`src/sv/tdbd_pkg.sv`:
```
// ----------------------------------------------------------------------------
// tdbd_pkg
// Shared widths, codes and stage types of the twist to dual bridge drive core.
// ----------------------------------------------------------------------------
package tdbd_pkg;

    // command and register widths
    localparam int CMD_BITS      = 16;
    localparam int HW_BITS       = 15;
    localparam int DB_BITS       = 13;
    localparam int MASK_BITS     = 4;
    localparam int CFG_DATA_BITS = 15;
    localparam int CFG_IDX_BITS  = 2;

    // duty resolution
    localparam int DUTY_BITS = 10;
    localparam logic [DUTY_BITS-1:0] DUTY_FULL = {DUTY_BITS{1'b1}};

    // wheel value formats: signed q.24 in 32 bits, magnitude in 31 bits
    localparam int WHEEL_BITS = 32;
    localparam int MAG_BITS   = 31;
    localparam int FRAC_BITS  = 24;
    localparam int QBITS      = FRAC_BITS + 1;
    localparam int DB_SHIFT   = 12;

    localparam logic [MAG_BITS-1:0] ONE_Q24 =
        {{(MAG_BITS-QBITS){1'b0}}, 1'b1, {FRAC_BITS{1'b0}}};

    // bridge pin codes, first pin in the upper bit
    localparam logic [1:0] PINS_STOP = 2'b00;
    localparam logic [1:0] PINS_FWD  = 2'b10;
    localparam logic [1:0] PINS_BACK = 2'b01;

    // register indexes
    typedef enum logic [CFG_IDX_BITS-1:0] {
        CFG_HALF_WHEELBASE = 2'd0,
        CFG_DEADBAND       = 2'd1,
        CFG_REVERSE_MASK   = 2'd2
    } cfg_index_t;

    // one wheel after mixing: sign, magnitude and divisor
    typedef struct packed {
        logic                neg;
        logic [MAG_BITS-1:0] mag;
        logic [MAG_BITS-1:0] div;
    } tdbd_wheel_in_t;

    // one divider stage: partial remainder and quotient
    typedef struct packed {
        logic                neg;
        logic [MAG_BITS-1:0] rem;
        logic [QBITS-1:0]    quo;
        logic [MAG_BITS-1:0] div;
    } tdbd_div_t;

endpackage

```
`src/sv/tdbd_mix.sv`:
```
// ----------------------------------------------------------------------------
// tdbd_mix
// Four stage mixer for one command pair: product, sum and difference,
// magnitudes, then the larger magnitude clamped below at one as divisor.
// ----------------------------------------------------------------------------
module tdbd_mix
(
    input  logic                                clk,
    input  logic                                rst_n,
    input  logic                                in_valid,
    input  logic signed [tdbd_pkg::CMD_BITS-1:0] a,
    input  logic signed [tdbd_pkg::CMD_BITS-1:0] b,
    input  logic [tdbd_pkg::HW_BITS-1:0]         half_wheelbase,
    output logic                                out_valid,
    output tdbd_pkg::tdbd_wheel_in_t            out_l,
    output tdbd_pkg::tdbd_wheel_in_t            out_r
);

    localparam int WB = tdbd_pkg::WHEEL_BITS;
    localparam int MB = tdbd_pkg::MAG_BITS;
    localparam int CB = tdbd_pkg::CMD_BITS;

    logic [3:0] valid_reg;

    logic signed [WB-1:0] base_reg;
    logic signed [WB-1:0] turn_reg;
    logic signed [WB-1:0] lv_reg;
    logic signed [WB-1:0] rv_reg;
    logic                 neg_l_reg;
    logic                 neg_r_reg;
    logic [MB-1:0]        mag_l_reg;
    logic [MB-1:0]        mag_r_reg;
    tdbd_pkg::tdbd_wheel_in_t out_l_reg;
    tdbd_pkg::tdbd_wheel_in_t out_r_reg;

    logic signed [WB-1:0] base_next;
    logic signed [WB-1:0] turn_next;
    logic [WB-1:0]        lv_neg;
    logic [WB-1:0]        rv_neg;
    logic [MB-1:0]        mag_l_next;
    logic [MB-1:0]        mag_r_next;
    logic [MB-1:0]        mx;
    logic [MB-1:0]        div_next;

    // stage one: base in q.24 and turn product
    always_comb
    begin
        base_next = {{(WB-CB-12){a[CB-1]}}, a, 12'b0};
        turn_next = WB'(b) * WB'($signed({1'b0, half_wheelbase}));
    end

    // stage three: magnitudes
    always_comb
    begin
        lv_neg     = '0 - lv_reg;
        rv_neg     = '0 - rv_reg;
        mag_l_next = lv_reg[WB-1] ? lv_neg[MB-1:0] : lv_reg[MB-1:0];
        mag_r_next = rv_reg[WB-1] ? rv_neg[MB-1:0] : rv_reg[MB-1:0];
    end

    // stage four: divisor is the larger magnitude, at least one
    always_comb
    begin
        mx       = (mag_l_reg > mag_r_reg) ? mag_l_reg : mag_r_reg;
        div_next = (mx > tdbd_pkg::ONE_Q24) ? mx : tdbd_pkg::ONE_Q24;
    end

    // valid bits
    always_ff @(posedge clk or negedge rst_n)
    begin
        if (!rst_n)
        begin
            valid_reg <= '0;
        end
        else
        begin
            valid_reg <= {valid_reg[2:0], in_valid};
        end
    end

    // data path
    always_ff @(posedge clk)
    begin
        base_reg      <= base_next;
        turn_reg      <= turn_next;
        lv_reg        <= base_reg + turn_reg;
        rv_reg        <= base_reg - turn_reg;
        neg_l_reg     <= lv_reg[WB-1];
        neg_r_reg     <= rv_reg[WB-1];
        mag_l_reg     <= mag_l_next;
        mag_r_reg     <= mag_r_next;
        out_l_reg.neg <= neg_l_reg;
        out_l_reg.mag <= mag_l_reg;
        out_l_reg.div <= div_next;
        out_r_reg.neg <= neg_r_reg;
        out_r_reg.mag <= mag_r_reg;
        out_r_reg.div <= div_next;
    end

    assign out_valid = valid_reg[3];
    assign out_l     = out_l_reg;
    assign out_r     = out_r_reg;

endmodule

```
`config.mk`:
```
export PLATFORM = sky130hd
export DESIGN_NAME = tdbd_mix
export DESIGN_NICKNAME = d
export VERILOG_FILES = /design/src/sv/tdbd_pkg.sv /design/src/sv/tdbd_mix.sv
export SDC_FILE = /design/constraint.sdc
export NUM_CORES = 1
export LEC_CHECK = 0
export BUFFER_PORTS_ARGS = -buffer_cell sky130_fd_sc_hd__buf_2
export CAP_MARGIN = 0
export CORE_MARGIN = 3
export CORE_UTILIZATION = 61
export DETAILED_ROUTE_END_ITERATION = 7
export PLACE_DENSITY = 0.81
export SLEW_MARGIN = 5
export SYNTH_ARGS = -nofsm -noshare
export SYNTH_HDL_FRONTEND = slang
export SYNTH_SLANG_ARGS = --single-unit
```
`constraint.sdc`:
```
create_clock -name clk -period 3.55 [get_ports clk]
set_input_delay 0.71 -clock clk [delete_from_list [all_inputs] [get_ports clk]]
set_output_delay 0.71 -clock clk [all_outputs]
set_load 0.03 [all_outputs]
```
==> reports/results.ini, run 1 <==
[clock_network]
clkSinkCount = 272
clk_path_buf_depth = 3
cts_tree = done
h-tree-depth = 1
cts_root_buf = clkbuf_16
clk_latency_ps = 510
cts_made_buffers = 23
cts.clk_slew.worst_paths_ps = 70

[synth]
synth-seq-cells = 272
ys_warn_count = 0
synth_edf_count = 0
netlist_instances = 2035
async_flop_share_pct = 1.47
ys.flop_type = dfxtp_1
synth_nets = 2485
avgSynthCellArea_um2 = 9.67
ys_types = 58
synth-seq-area-share_pct = 27.8
synth_area_um2 = 19700

[worst_setup_path]
crit_chain = buf_6, and2_1, fa_2, fa_1, fa_1, fa_1, fa_1, inv_1, fa_1, inv_1, ha_4, and3_4, nand2_4, o21ai_2, a211oi_4, a21oi_2, nor3_2, o21bai_1, xor2_1
critPathLaunchType = input pin
crit_buf_inv = 3
arrival_ps = 5900
crit_path_max_incr_delay_ps = 580
r2r_setup_slack_ps = 500
cpMostUsedCell = fa_1
critical_path_class = in -> reg
slowest_stage = fa_2
cp_max_fo = 9
end_kind = register
required_ps = 3990
cp_top_family = adder cells

[hold_path]
hp-class = in -> reg

[status]
violations = setup timing
status = complete, but fails checks

[final_layout]
drive_gt1_share_pct = 26.9
area_delta_synth_final_pct = 24.4
mostFrequentLayoutCells = inv_1 (322), dfxtp_1 (268), fa_1 (225)
fillers = 1934
nNetsFinal = 2808
antenna_cells = 0
largest_register_ffs = 63
layout_commonest_cell = inv_1

[timing]
skew_ps = 9.24
period_needed_ps = 5460
fin_tns_setup_ps = -39010
slew_viol_final = 0
finalCritPeriodShare_pct = 154
tightest_slew_ps = 796
final.setup.worst_slack_ps = -1910
fmax_mhz = 183
rsz0062_at_grt = true
hold_viol = 0
slew_headroom_pct = 46.8
setup_viol = 26
hold_ws_ps = 298

[drt]
dr.pass1.iters = 5
drc_errors = 0
viasPerCell = 5.42
wire_per_inst_um = 17.7
drtIter0Drc = 668
ant_nets = 0
drt-total-wl_um = 49200
vias = 15000

[run]
cap_violations = 0

[die]
fp.dieH_um = 186
num_rows = 65
dieArea_um2 = 34500
io_pins = 177
die_w_um = 186
start_util_pct = 62.1
core_area_um2 = 31700

[global_route]
grt_overflow = 0
grtUsageTotal_pct = 27.0
antenna_found_initial = 1
grt_pass1_vias = 15900
grt_pass1_wl_um = 76300
grt_max_degree = 33

[placed_design]
io_buffers = 176
hpwlAfterDp_um = 36200
gp_congestion = 0.920

worst reg2reg max path, delay by kind of cell (launching register included):
family / cells / cell delay (ps)
AOI/OAI and AO/OA: 5 / 1230
xor gates and xnor gates: 1 / 140
buffers and inverters: 1 / 200
DFF: 1 / 350
and+or+nand+nor: 2 / 1010
synth_stat cells (3+ instances only):
master | instances | area (µm²)
a21oi_1 | 54 | 270
or3_1 | 15 | 93.8
nand4_1 | 11 | 68.8
nor4_1 | 19 | 119
a211oi_1 | 5 | 37.5
o21a_1 | 6 | 45.0
xnor2_1 | 100 | 876
fa_1 | 247 | 4940
nor3_1 | 19 | 95.1
or4_1 | 8 | 60.1
nor2b_1 | 8 | 50.1
mux2i_1 | 24 | 240
o311ai_0 | 5 | 43.8
nand2b_1 | 13 | 81.3
and3_1 | 9 | 56.3
nand3_1 | 15 | 75.1
o31a_1 | 3 | 26.3
nor2_1 | 81 | 304
a21o_1 | 34 | 255
buf_4 | 32 | 240
inv_1 | 361 | 1360
ha_1 | 153 | 1910
xor2_1 | 37 | 324
o21ai_0 | 52 | 260
o31ai_1 | 19 | 143
nand3b_1 | 5 | 37.5
clkbuf_1 | 55 | 206
dfrtp_1 | 4 | 100
and2_1 | 123 | 769
o41ai_1 | 11 | 96.3
o21bai_1 | 8 | 60.1
a2111oi_0 | 4 | 35.0
a31oi_1 | 7 | 43.8
nand2_1 | 184 | 691
dfxtp_1 | 268 | 5370
a21boi_0 | 3 | 22.5
o211ai_1 | 3 | 22.5
metrics by stage:
step                      utilization [%]  cells  worst slack, ps  instance area, µm²
final                                77.2   2777            -1910               24500
after global routing                 77.2   2777            -2100               24500
after CTS                            75.6   2760            -1790               24000
after detailed placement             70.5   2694            -2590               22400
after global placement               70.5   2694            -2370               22400
after floorplan                         -   2035            -2120               20300
cell type report:
class / instances / area (µm²) / share of cell area, %
Clock inverter: 10 / 101 / 0.414
Sequential cell: 272 / 5470 / 22.3
Inverter: 361 / 1360 / 5.55
Timing Repair Buffer: 387 / 3020 / 12.3
Clock buffer: 32 / 661 / 2.70
Tap cell: 402 / 503 / 2.05
Multi-Input combinational cell: 1313 / 13400 / 54.6
worst paths after layout:
path	cells past startpoint	to	from
setup / recovery	19	turn_reg[26]	half_wheelbase[12]
hold / removal	1	base_reg[16]	a[4]
max in group asynchronous	2	valid_reg[3]	rst_n
setup reg to reg	9	rv_reg[31]	turn_reg[7]
hold reg to reg	0	out_r[62]	neg_r_reg
min in group asynchronous	2	valid_reg[0]	rst_n
per-layer routing:
layer  up-vias  track usage, %  routed length, µm  share of wire [%]
li1       7009               -                  -                  -
met1      7351            31.5              18900                 38
met2       537            52.0              25900                 53
met3       149            2.48               2380                4.8
met4         2            9.26               1990                4.1
met5         -               0                 15              0.031
repair_timing:
| item | in CTS | in global routing |
|---|---|---|
| gates cloned | 1 | 2 |
| hold buffers | 1 | 0 |
| pin swaps | 85 | 97 |
| setup endpoints to repair | 26 | 27 |
| endpoints found under the hold margin | 4 | 0 |
| buffers inserted | 22 | 17 |
| resized for setup | 160 | 107 |
cell families (layout without fill, tap and decap cells):
| group | after synthesis | count (layout) | share of synthesized area (%) |
|---|---|---|---|
| AO/OA/AOI/OAI | 228 | 228 | 7.57 |
| XOR/XNOR | 137 | 137 | 6.09 |
| adder cells (fa/ha/maj) | 400 | 400 | 34.8 |
| buffers and inverters | 450 | 790 | 9.19 |
| flip-flops | 272 | 272 | 27.8 |
| multiplexers | 24 | 24 | 1.22 |
| AND/OR/NAND/NOR | 524 | 524 | 13.3 |
Power of run 1 is left out: the tool's default activity adds up to more than one toggle a clock period on the data nets, which glitch-free logic cannot reach.
==> inputs of run 2 (changes only) <==
--- a/config.mk
+++ b/config.mk
@@ -11,6 +11,7 @@
 export CORE_UTILIZATION = 61
 export DETAILED_ROUTE_END_ITERATION = 7
 export PLACE_DENSITY = 0.81
+export REMOVE_ABC_BUFFERS = 1
 export SLEW_MARGIN = 5
 export SYNTH_ARGS = -nofsm -noshare
 export SYNTH_HDL_FRONTEND = slang
==> reports/results.ini, run 2 (synthesized netlist as in run 1, its figures left out) <==
[final_layout]
layout_commonest_cell = inv_1
final-seq-area_um2 = 5470
drive_gt1_share_pct = 27.1
stdcell_count = 2796
mostFrequentLayoutCells = inv_1 (316), dfxtp_1 (268), fa_1 (225)
antenna_cells = 0
fillers = 1911
nNetsFinal = 2828
multi_input_area_um2 = 13400
largest_register_ffs = 63
area_delta_synth_final_pct = 24.8

[clock_network]
cts_tree = done
cts_made_buffers = 23
clk_latency_ps = 530
cts.clk_slew.worst_paths_ps = 70
h-tree-depth = 1
cts_root_buf = clkbuf_16
clk_path_buf_depth = 3
clkSinkCount = 272

[timing]
slew_viol_final = 0
final.setup.worst_slack_ps = -2050
rsz0062_at_grt = true
skew_ps = 15.7
period_needed_ps = 5600
setup_viol = 26
tightest_slew_ps = 789
finalCritPeriodShare_pct = 158
fmax_mhz = 179
fin_tns_setup_ps = -42540
hold_viol = 0
slew_headroom_pct = 47.4

[worst_setup_path]
required_ps = 3960
end_kind = register
critical_path_class = in -> reg
arrival_ps = 6010
critPathLaunchType = input pin
cp_max_fo = 6

[placed_design]
hpwlAfterDp_um = 37200
pre_cts_ws_ps = -2990
placedCellCount = 2715
io_buffers = 176
gp_congestion = 0.956

[global_route]
grt_pass1_vias = 16200
grt_overflow = 0
antenna_found_initial = 0
grt_pass1_wl_um = 77900
grt_max_degree = 40
grtUsageTotal_pct = 28.0

[die]
io_pins = 177
start_util_pct = 62.1
fp.dieH_um = 186
die_w_um = 186
num_rows = 65
dieArea_um2 = 34500
core_area_um2 = 31700

[status]
violations = setup timing
status = complete, but fails checks

[drt]
vias = 15300
viasPerCell = 5.49
drtIter0Drc = 762
wire_per_inst_um = 18.4
dr.pass1.iters = 5
ant_nets = 0
drt-total-wl_um = 51500
drc_errors = 0

[run]
cap_violations = 0

[hold_path]
hp-class = in -> reg

run 2: cell count changes in the layout (fill, tap and decap cells not counted), moves of 4 or more:
| cell | change |
|---|---|
| nand2_2 | -7 |
| buf_4 | +14 |
| buf_12 | -5 |
| buf_6 | +8 |
| inv_1 | -6 |
| inv_2 | +7 |
| nand2_1 | +4 |
| o21ai_1 | +4 |
| a21oi_2 | -5 |
run 2: cell type report:
| type | count | share of cell area [%] |
|---|---|---|
| Multi-Input combinational cell | 1313 | 54.5 |
| Sequential cell | 272 | 22.2 |
| Timing Repair Buffer | 407 | 12.6 |
| Inverter | 361 | 5.53 |
| Clock buffer | 30 | 2.57 |
| Tap cell | 402 | 2.05 |
| Clock inverter | 11 | 0.464 |
run 2: worst paths after layout:
| path | depth (start not counted) | slack [ps] | startpoint | to |
|---|---|---|---|---|
| setup / recovery | 21 | -2050 | b[15] | turn_reg[31] |
| hold / removal | 1 | 280 | a[4] | base_reg[16] |
| setup reg to reg | 10 | 370 | base_reg[12] | lv_reg[30] |
| hold reg to reg | 0 | 330 | neg_r_reg | out_r[62] |
| max in group asynchronous | 2 | 2930 | rst_n | valid_reg[2] |
| min in group asynchronous | 2 | 510 | rst_n | valid_reg[1] |
run 2: critical path, stage by stage:
cell and delay, ps:
buf_12 90, buf_6 100, and2_4 160, inv_2 50, fa_1 540, buf_4 170, fa_1 470, inv_1 60
fa_1 470, fa_1 480, fa_1 590, inv_1 90, fa_1 570, inv_1 90, ha_4 300, nand4_1 140
or2_4 280, o21ai_4 230, a21oi_1 110, o21ai_1 190, xnor2_1 90
run 2: per-stage QoR:
step	hold WS (ps)	util [%]	area [µm²]
2_1_floorplan	310	-	19200
6_report	278	77.4	24600
3_3_place_gp	310	69.7	22100
3_5_place_dp	320	69.7	22100
5_1_grt	268	77.4	24600
4_1_cts	261	76.0	24100
run 2: what timing repair did:
item | CTS | global route
pin swaps | 181 | 94
hold buffers | 1 | 0
endpoints found under the setup margin | 27 | 27
endpoints found under the hold margin | 4 | 0
resized for setup | 286 | 83
buffers inserted | 22 | 27
run 2: metal layers:
metal  routed length, µm  vias to the layer above  part of all wire, %  global-route usage [%]
met2               26400                      643                   51                    52.6
met1               19900                     7471                   39                    32.3
met4                2460                        0                  4.8                    11.8
met3                2770                      171                  5.4                    3.24
met5                   0                        -                    0                       0
li1                    -                     7056                    -                       -
Power of run 2 is left out for the same reason.
==> inputs of run 3 (changes only) <==
--- a/config.mk
+++ b/config.mk
@@ -10,7 +10,7 @@
 export CORE_MARGIN = 3
 export CORE_UTILIZATION = 61
 export DETAILED_ROUTE_END_ITERATION = 7
-export PLACE_DENSITY = 0.81
+export PLACE_DENSITY = 0.91
 export REMOVE_ABC_BUFFERS = 1
 export SLEW_MARGIN = 5
 export SYNTH_ARGS = -nofsm -noshare
==> constraint.sdc (replaced) <==
create_clock -name clk -period 3.55 [get_ports clk]
set_input_delay 0.1775 -clock clk [delete_from_list [all_inputs] [get_ports clk]]
set_output_delay 0.1775 -clock clk [all_outputs]
set_load 0.03 [all_outputs]
==> reports/results.ini, run 3 (synthesized netlist as in run 1, its figures left out) <==
[status]
status = complete, but fails checks
violations = setup timing

[die]
fp.dieH_um = 186
dieArea_um2 = 34500
num_rows = 65
start_util_pct = 62.1
die_w_um = 186
io_pins = 177
core_area_um2 = 31700

[final_layout]
drive_gt1_share_pct = 26.3
largest_register_ffs = 63
layout_commonest_cell = inv_1
fin_area_um2 = 24500
mostFrequentLayoutCells = inv_1 (322), dfxtp_1 (268), fa_1 (225)
multi_input_area_um2 = 13300
post-route-util_pct = 77.2
stdcell_count = 2804
nNetsFinal = 2835
fillers = 1739
area_delta_synth_final_pct = 24.3
final-seq-area_um2 = 5470
antenna_cells = 0

[drt]
ant_nets = 0
dr.pass1.iters = 7
drt-total-wl_um = 59900
viasPerCell = 5.91
drc_errors = 0
vias = 16600
drtIter0Drc = 1407
wire_per_inst_um = 21.4

[worst_setup_path]
crit_chain = buf_12, and2_4, fa_1, inv_2, fa_1, inv_1, fa_1, fa_1, fa_1, inv_2, fa_1, inv_2, ha_4, and3_4, nand2_4, o21ai_2, a211oi_2, buf_4, a21oi_4, nor3_2, o21bai_1, xor2_1
cp_max_fo = 4
end_kind = register
crit_path_max_incr_delay_ps = 560
crit_buf_inv = 6
required_ps = 3990
cp_top_family = adder cells
cpMostUsedCell = fa_1
critPathLaunchType = input pin
arrival_ps = 5670
critical_path_class = in -> reg
slowest_stage = fa_1

[timing]
finalCritPeriodShare_pct = 147
skew_ps = 19.2
slew_headroom_pct = 46.8
hold_viol = 0
rsz0062_at_grt = true
fmax_mhz = 191
final.setup.worst_slack_ps = -1680
fin_tns_setup_ps = -31760
period_needed_ps = 5230
tightest_slew_ps = 797
slew_viol_final = 0
setup_viol = 26

[clock_network]
cts_made_buffers = 23
clk_path_buf_depth = 3
clkSinkCount = 272
clk_latency_ps = 520
h-tree-depth = 1
cts.clk_slew.worst_paths_ps = 70
cts_root_buf = clkbuf_16
cts_tree = done

[global_route]
antenna_found_initial = 2
grt_overflow = 0
grt_pass1_wl_um = 87600
grt_pass1_vias = 17300
grt_max_degree = 33
grtUsageTotal_pct = 31.8

[hold_path]
hp-class = in -> reg

[placed_design]
hpwlAfterDp_um = 38400
dpl_cell_area_um2 = 22000
placedCellCount = 2704
gp_congestion = 0.929
io_buffers = 176

[run]
cap_violations = 0

-- run 3: changes by cell type in the layout (fill, tap and decap cells not counted), sizes merged --
cell / change
clkbuf: -1
dlygate4sd3: +18
bufinv: +2
clkinv: +2
buf: -10
clkinvlp: -3
-- run 3: worst paths after layout --
kind	from	end	slack, ps	cells past startpoint
hold reg to reg	neg_r_reg	out_r[62]	330	0
hold / removal	b[0]	turn_reg[0]	190	3
setup / recovery	b[5]	turn_reg[26]	-1680	22
setup reg to reg	turn_reg[16]	lv_reg[30]	240	9
max in group asynchronous	rst_n	valid_reg[0]	2830	3
min in group asynchronous	rst_n	valid_reg[1]	550	3
-- run 3: routing by layer --
layer	routed length [µm]	global-route usage (%)	up-vias
met1	20200	34.7	7945
met5	26	0	-
met2	29900	59.5	1163
li1	-	-	7063
met4	5080	16.6	4
met3	4730	4.69	410
-- run 3: worst register-to-register path, stage by stage (launching register included) --
cell	delay (ps)
dfxtp_1	380
inv_1	110
ha_1	470
nor2b_1	160
o21bai_1	280
a31oi_1	190
o311ai_0	470
a31oi_1	190
o41ai_1	640
o211ai_1	230
-- run 3: what timing repair did --
action                                  4_1_cts  5_1_grt
endpoints found under the hold margin        21        0
buffers inserted                             31       13
resized for setup                           277       51
hold buffers                                 19        0
endpoints found under the setup margin       26       26
cloned                                        1        0
pin swaps                                   185       44
-- run 3: per-stage QoR --
stage	worst slack, ps	hold WS [ps]
final	-1680	189
after global routing	-1750	197
after global placement	-2200	-20.3
after floorplan	-1830	-118
after detailed placement	-2390	-13.6
after CTS	-1320	156
-- run 3: area by class of cell --
type                       count  area share, %
clock inverter                12          0.618
timing repair buffer         414           12.6
multi-input combinational   1313           54.2
tap                          402           2.05
sequential                   272           22.3
clock buffer                  30           2.66
inverter                     361           5.54
Power of run 3 is left out for the same reason.
